### config.mk
export PLATFORM = sky130hd
export DESIGN_NAME = ll1pp_ctrl
export DESIGN_NICKNAME = d
export VERILOG_FILES = /design/src/hw/rtl/ll1pp_pkg.sv /design/src/hw/rtl/ll1pp_ctrl.sv
export SDC_FILE = /design/constraint.sdc
export NUM_CORES = 1
export LEC_CHECK = 0
export BUFFER_PORTS_ARGS = -buffer_cell sky130_fd_sc_hd__buf_4
export CORE_MARGIN = 2
export CORE_UTILIZATION = 45
export CTS_CLUSTER_SIZE = 28
export DETAILED_ROUTE_END_ITERATION = 10
export PLACE_DENSITY = 0.84
export SLEW_MARGIN = 5
export SYNTH_ARGS = -nofsm -noshare
export SYNTH_HDL_FRONTEND = slang
export SYNTH_SLANG_ARGS = --single-unit
### constraint.sdc
create_clock -name clk -period 2.2 [get_ports clk]
set_input_delay 0.22 -clock clk [delete_from_list [all_inputs] [get_ports clk]]
set_output_delay 0.22 -clock clk [all_outputs]
set_load 0.02 [all_outputs]
### src/hw/rtl/ll1pp_pkg.sv
package ll1pp_pkg;

    // Grammar and storage dimensions
    localparam int SYMBOL_BITS = 7;
    localparam int PRODUCTIONS = 32;
    localparam int MAX_BODY    = 8;
    localparam int STACK_DEPTH = 64;
    localparam int MAX_STEPS   = 63;

    // Fixed field widths of the channels
    localparam int OP_W         = 3;
    localparam int PROD_FIELD_W = 5;
    localparam int POS_W        = 4;
    localparam int ACT_W        = 3;
    localparam int SYM_W        = SYMBOL_BITS;

    // Derived storage geometry
    localparam int SYM_COUNT  = 1 << SYMBOL_BITS;
    localparam int TBL_DEPTH  = SYM_COUNT * SYM_COUNT;
    localparam int TBL_AW     = 2 * SYMBOL_BITS;
    localparam int PROD_W     = $clog2(PRODUCTIONS);
    localparam int BODY_DEPTH = PRODUCTIONS * MAX_BODY;
    localparam int BODY_AW    = $clog2(BODY_DEPTH);
    localparam int LEN_W      = $clog2(MAX_BODY + 1);
    localparam int STK_AW     = $clog2(STACK_DEPTH);
    localparam int SP_W       = $clog2(STACK_DEPTH + 1);
    localparam int STEP_W     = $clog2(MAX_STEPS + 1);

    localparam logic [SYM_W-1:0] END_MARK    = SYM_W'(8'h24);  // '$'
    localparam logic [SYM_W-1:0] LAMBDA_MARK = SYM_W'(8'h5E);  // '^'
    localparam logic [SYM_W-1:0] START_RESET = SYM_W'(8'h53);  // 'S'

    typedef enum logic [OP_W-1:0] {
        OP_TABLE  = 3'd0,
        OP_BODY   = 3'd1,
        OP_LENGTH = 3'd2,
        OP_BEGIN  = 3'd3,
        OP_TOKEN  = 3'd4
    } op_t;

    typedef enum logic [ACT_W-1:0] {
        ACT_ACK    = 3'd0,
        ACT_EXPAND = 3'd1,
        ACT_MATCH  = 3'd2,
        ACT_ACCEPT = 3'd3,
        ACT_REJECT = 3'd4
    } act_t;

    typedef enum logic [1:0] {
        SSEL_ZERO  = 2'd0,
        SSEL_TOP   = 2'd1,
        SSEL_START = 2'd2
    } sym_sel_t;

    typedef struct packed {
        logic     take;        // latch the input item
        logic     clr_step;    // clear one table entry and advance
        logic     tbl_wr;
        logic     body_wr;
        logic     len_wr;
        logic     begin_base;  // write end marker at the stack bottom
        logic     begin_top;   // write start symbol, arm the parser
        logic     tok_start;   // zero the expansion count
        logic     stk_rd;
        logic     tbl_rd;
        logic     entry_rd;    // read body length and first body symbol
        logic     pop_setup;   // pop the nonterminal, load push count
        logic     push;
        logic     pop_match;
        logic     step_inc;
        logic     deactivate;
        logic     emit;
        act_t     act;
        sym_sel_t sym_sel;
        logic     prod_sel;
        logic     last;
    } dp_cmd_t;

    typedef struct packed {
        logic clr_last;
        op_t  op;
        logic active;
        logic sp_zero;
        logic top_eq_tok;
        logic tok_is_end;
        logic entry_valid;
        logic steps_max;
        logic overflow;
        logic len_zero;
        logic cnt_last;
        logic slot_free;
    } dp_status_t;

endpackage

### src/hw/rtl/ll1pp_ctrl.sv
module ll1pp_ctrl (
    input  logic                  clk,
    input  logic                  rst_n,
    input  logic                  in_valid,
    output logic                  in_ready,
    input  ll1pp_pkg::dp_status_t status,
    output ll1pp_pkg::dp_cmd_t    cmd
);
    import ll1pp_pkg::*;

    typedef enum logic [9:0] {
        S_CLEAR    = 10'b00_0000_0001,
        S_IDLE     = 10'b00_0000_0010,
        S_DISPATCH = 10'b00_0000_0100,
        S_BEGIN    = 10'b00_0000_1000,
        S_READ     = 10'b00_0001_0000,
        S_TOP      = 10'b00_0010_0000,
        S_LOOK     = 10'b00_0100_0000,
        S_LEN      = 10'b00_1000_0000,
        S_PUSH     = 10'b01_0000_0000,
        S_EXPAND   = 10'b10_0000_0000
    } state_t;

    state_t state_reg;
    state_t state_next;

    always_comb
    begin
        state_next = state_reg;
        cmd        = '0;
        cmd.act    = ACT_ACK;
        cmd.sym_sel = SSEL_ZERO;
        in_ready   = 1'b0;

        unique case (state_reg)
            S_CLEAR:
            begin
                cmd.clr_step = 1'b1;
                if (status.clr_last)
                begin
                    state_next = S_IDLE;
                end
            end
            S_IDLE:
            begin
                in_ready = 1'b1;
                if (in_valid)
                begin
                    cmd.take   = 1'b1;
                    state_next = S_DISPATCH;
                end
            end
            S_DISPATCH:
            begin
                unique case (status.op) inside
                    OP_TABLE, OP_BODY, OP_LENGTH:
                    begin
                        if (status.slot_free)
                        begin
                            cmd.tbl_wr  = status.op == OP_TABLE;
                            cmd.body_wr = status.op == OP_BODY;
                            cmd.len_wr  = status.op == OP_LENGTH;
                            cmd.emit    = 1'b1;
                            state_next  = S_IDLE;
                        end
                    end
                    OP_BEGIN:
                    begin
                        cmd.begin_base = 1'b1;
                        state_next     = S_BEGIN;
                    end
                    OP_TOKEN:
                    begin
                        if (status.active)
                        begin
                            cmd.tok_start = 1'b1;
                            state_next    = S_READ;
                        end
                        else if (status.slot_free)
                        begin
                            cmd.emit   = 1'b1;
                            cmd.act    = ACT_REJECT;
                            state_next = S_IDLE;
                        end
                    end
                    default:
                    begin
                        state_next = S_IDLE;
                    end
                endcase
            end
            S_BEGIN:
            begin
                if (status.slot_free)
                begin
                    cmd.begin_top = 1'b1;
                    cmd.emit      = 1'b1;
                    cmd.sym_sel   = SSEL_START;
                    state_next    = S_IDLE;
                end
            end
            S_READ:
            begin
                if (!status.sp_zero)
                begin
                    cmd.stk_rd = 1'b1;
                    state_next = S_TOP;
                end
                else if (status.slot_free)
                begin
                    cmd.emit       = 1'b1;
                    cmd.act        = ACT_REJECT;
                    cmd.deactivate = 1'b1;
                    state_next     = S_IDLE;
                end
            end
            S_TOP:
            begin
                if (!status.top_eq_tok)
                begin
                    cmd.tbl_rd = 1'b1;
                    state_next = S_LOOK;
                end
                else if (status.slot_free)
                begin
                    cmd.emit    = 1'b1;
                    cmd.sym_sel = SSEL_TOP;
                    state_next  = S_IDLE;
                    if (status.tok_is_end)
                    begin
                        cmd.act        = ACT_ACCEPT;
                        cmd.deactivate = 1'b1;
                    end
                    else
                    begin
                        cmd.act       = ACT_MATCH;
                        cmd.pop_match = 1'b1;
                    end
                end
            end
            S_LOOK:
            begin
                if (status.entry_valid && !status.steps_max)
                begin
                    cmd.entry_rd = 1'b1;
                    state_next   = S_LEN;
                end
                else if (status.slot_free)
                begin
                    cmd.emit       = 1'b1;
                    cmd.act        = ACT_REJECT;
                    cmd.sym_sel    = SSEL_TOP;
                    cmd.deactivate = 1'b1;
                    state_next     = S_IDLE;
                end
            end
            S_LEN:
            begin
                if (!status.overflow)
                begin
                    cmd.pop_setup = 1'b1;
                    state_next    = status.len_zero ? S_EXPAND : S_PUSH;
                end
                else if (status.slot_free)
                begin
                    cmd.emit       = 1'b1;
                    cmd.act        = ACT_REJECT;
                    cmd.sym_sel    = SSEL_TOP;
                    cmd.deactivate = 1'b1;
                    state_next     = S_IDLE;
                end
            end
            S_PUSH:
            begin
                cmd.push = 1'b1;
                if (status.cnt_last)
                begin
                    state_next = S_EXPAND;
                end
            end
            S_EXPAND:
            begin
                if (status.slot_free)
                begin
                    cmd.emit     = 1'b1;
                    cmd.act      = ACT_EXPAND;
                    cmd.sym_sel  = SSEL_TOP;
                    cmd.prod_sel = 1'b1;
                    cmd.step_inc = 1'b1;
                    state_next   = S_READ;
                end
            end
            default:
            begin
                state_next = S_IDLE;
            end
        endcase

        // every action but an expansion closes the item
        cmd.last = cmd.act != ACT_EXPAND;
    end

    always_ff @(posedge clk or negedge rst_n)
    begin
        if (!rst_n)
        begin
            state_reg <= S_CLEAR;
        end
        else
        begin
            state_reg <= state_next;
        end
    end

endmodule

==> flow_summary_export.csv <==
group,metric,value,unit
sta,slew_viol_final,0,
route,viasPerCell,6.42,
sta,min_period_over_period,103,%
final_layout,layout-drive-gt1-share,51.8,%
die,die_width,50.8,um
power_and_ir_drop,totalPowerFinal,0.903,mW
logic_synthesis,yosysWarnings,0,
logic_synthesis,syn_area_per_cell,7.37,um^2
grt,grt_overflow,0,
route,highest_layer,"met4",
logic_synthesis,synth_top_area_cell,"dfrtp_1",
logic_synthesis,synth_seq_cells,10,
logic_synthesis,synth_common_cells,"18 x nand2_1, 15 x nor2_1, 9 x dfrtp_1, 8 x nand3_1, 8 x nor3_1",
power_and_ir_drop,leakage,0.756,nW
logic_synthesis,ys_async_sr_fraction,100,%
setup_path,end_kind,"output port",
die,ios,42,
placement,place_congestion,0.925,
clocking,cts_buffer_depth,2,
placement,dp.final_hpwl,2.38,mm
logic_synthesis,yosysMostFrequentCell,"nand2_1",
power_and_ir_drop,peakVddDrop,403,uV
logic_synthesis,synth_edf_count,0,
die,core_area,2020,um^2
logic_synthesis,synth_area_leaders,"dfrtp_1 23%, nand2_1 6.8%, nor2_1 5.7%",
logic_synthesis,ys_seq_area_share,25.5,%
sta,timing.fmax,0.442,GHz
route,wl_met2,1.97,mm
setup_path,cp_max_fo,5,
min_path,hold_path_class,"input pin to flip-flop",
route,drt-initial-drc-count,76,
clocking,cts_buffers,3,
status,violations,"negative setup slack",
setup_path,crit_type,"flip-flop to output port",
die,die_y,50.8,um
route,drc,0,
clocking,cts_root_buf,"clkbuf_4",
route,wl_met1,1.42,mm
grt,track_usage,26.5,%
final_layout,layout.nets,211,
setup_path,worstSetupStartpointType,"flip-flop",
route,dr_total_vias,1413,
sta,finalHoldViolations,0,
final_layout,largest_reg_flops,10,
route,wl_met3,386,um
setup_path,cp_data_required_time,1.98,ns
clocking,cts.clk_slew.worst_paths,0.09,ns
sta,slew-limit-headroom,67.0,%
clocking,cts.sinks,10,
die,row_count,16,
final_layout,antennaDiodeCount,0,
final_layout,postLayoutCoreUtil,79.5,%
die,die-area,2580,um^2
status,outcome,"finished, violations left",
grt,grt_first_pass_wirelength,5.24,mm
grt,grt_pass1_vias,1121,
logic_synthesis,synth-main-ff-cell,"dfrtp_1",
route,routed_wirelength,3.99,mm
sta,finClkSkew,0.00781,ns
final_layout,area_growth,62.9,%
sta,layout_min_cycle_time,2.26,ns
logic_synthesis,synth_nets,151,
sta,rsz0062_at_grt,"true",
clocking,clk_latency,0.28,ns
die,initial_core_util,48.8,%
placement,port_buffers,41,
logic_synthesis,synth.distinct_cells,43,
grt,antenna_found_initial,0,
final_layout,fillers,139,
sta,worst_pin_slew,0.490,ns
power_and_ir_drop,p_per_area,562,nW/um^2
sta,setup_ws,-0.0606,ns
clocking,cts_tree,"done",
logic_synthesis,synth_cells,134,
grt,grt_max_degree,12,
sta,setup_viol,10,
setup_path,arrival,2.04,ns
flow_run,drv_cap,0,
logic_synthesis,synth_top_area_share,22.8,%
route,postRouteAntennaNets,0,
clocking,htree_levels,1,
route,drt_first_pass_iters,5,
logic_synthesis,syn-cell-area,987,um^2
route,wl_per_cell,18.1,um
placement,pre_cts_slack,0.121,ns
==> metrics by stage <==
step	hold WS, ns	instances	area, um^2	setup TNS [ns]
floorplan	-0.0756	134	995	0
global placement	0.0612	201	1340	0
detailed placement	0.0624	201	1340	0
CTS	0.0646	208	1440	-0.00116
global route	0.0724	220	1610	-0.937
finish	0.0655	220	1610	-0.328
==> where the power goes <==
group          internal [mW]  leakage, nW  switching (mW)  total (mW)
clock network          0.101       0.0210          0.0845       0.185
logic                  0.210        0.614           0.266       0.476
registers              0.202        0.121          0.0404       0.242
==> routing by layer <==
metal,up-vias,global-route usage (%)
met5,-,0
met4,0,8.11
met3,28,3.22
met2,120,45.4
met1,641,35.0
li1,624,-
==> repair_timing <==
item / CTS / global route
gates resized for setup: 11 / 23
endpoints found under the hold margin: 10 / 0
endpoints found under the setup margin: 14 / 10
setup buffers: 2 / 12
hold buffers: 1 / 0
pin swaps: 2 / 10
==> worst max-delay path, stage by stage (launching register included) <==
cell	delay [ns]
dfrtp_1	0.48
nor4_1	0.47
nand4_1	0.29
nor2_4	0.23
nand2_2	0.08
nand2_1	0.08
buf_6	0.12
==> cell families after synthesis <==
kind of cell / count (synthesis) / synth area share (%)
AND/OR/NAND/NOR: 84 / 47.8
AO/OA/AOI/OAI: 29 / 21.3
buffers and inverters: 11 / 5.45
flip-flops: 10 / 25.5
==> worst paths after layout <==
| check | startpoint | slack, ns | end | cells past startpoint |
|---|---|---|---|---|
| max in group asynchronous | rst_n | 1.66 | state_reg[0] | 2 |
| setup / recovery | state_reg[1] | -0.06 | cmd[4] | 6 |
| hold reg to reg | state_reg[5] | 0.62 | state_reg[5] | 1 |
| hold / removal | status[13] | 0.07 | state_reg[0] | 2 |
| setup reg to reg | state_reg[8] | 0.01 | state_reg[4] | 6 |
| min in group asynchronous | rst_n | 0.30 | state_reg[1] | 2 |
==> cells in the final DEF, fill, tap and decap left out, drive strengths merged, types with 2 or more instances in the layout <==
cell	synthesis	layout
nor2b	5	5
nand4	4	4
nor3	8	8
o21ai	6	6
dfrtp	9	9
nor3b	4	4
a31o	3	3
clkbuf	3	4
nor4	6	6
o22ai	2	2
o311ai	2	2
buf	3	60
a21oi	6	6
nand2	18	18
nand3	8	8
or4	3	3
nand2b	5	5
inv	5	5
nor4b	2	2
a2bb2oi	2	2
nor2	15	15
==> cell type report <==
class	count	area, um^2	area share (%)
multi-input cells	113	787	48.9
repair buffers	61	472	29.3
flip-flops and latches	10	260	16.2
clock buffers	4	36.3	2.26
well taps	27	33.8	2.10
inverters	5	18.8	1.17
No activity file was read; power rests on OpenSTA's default activity.
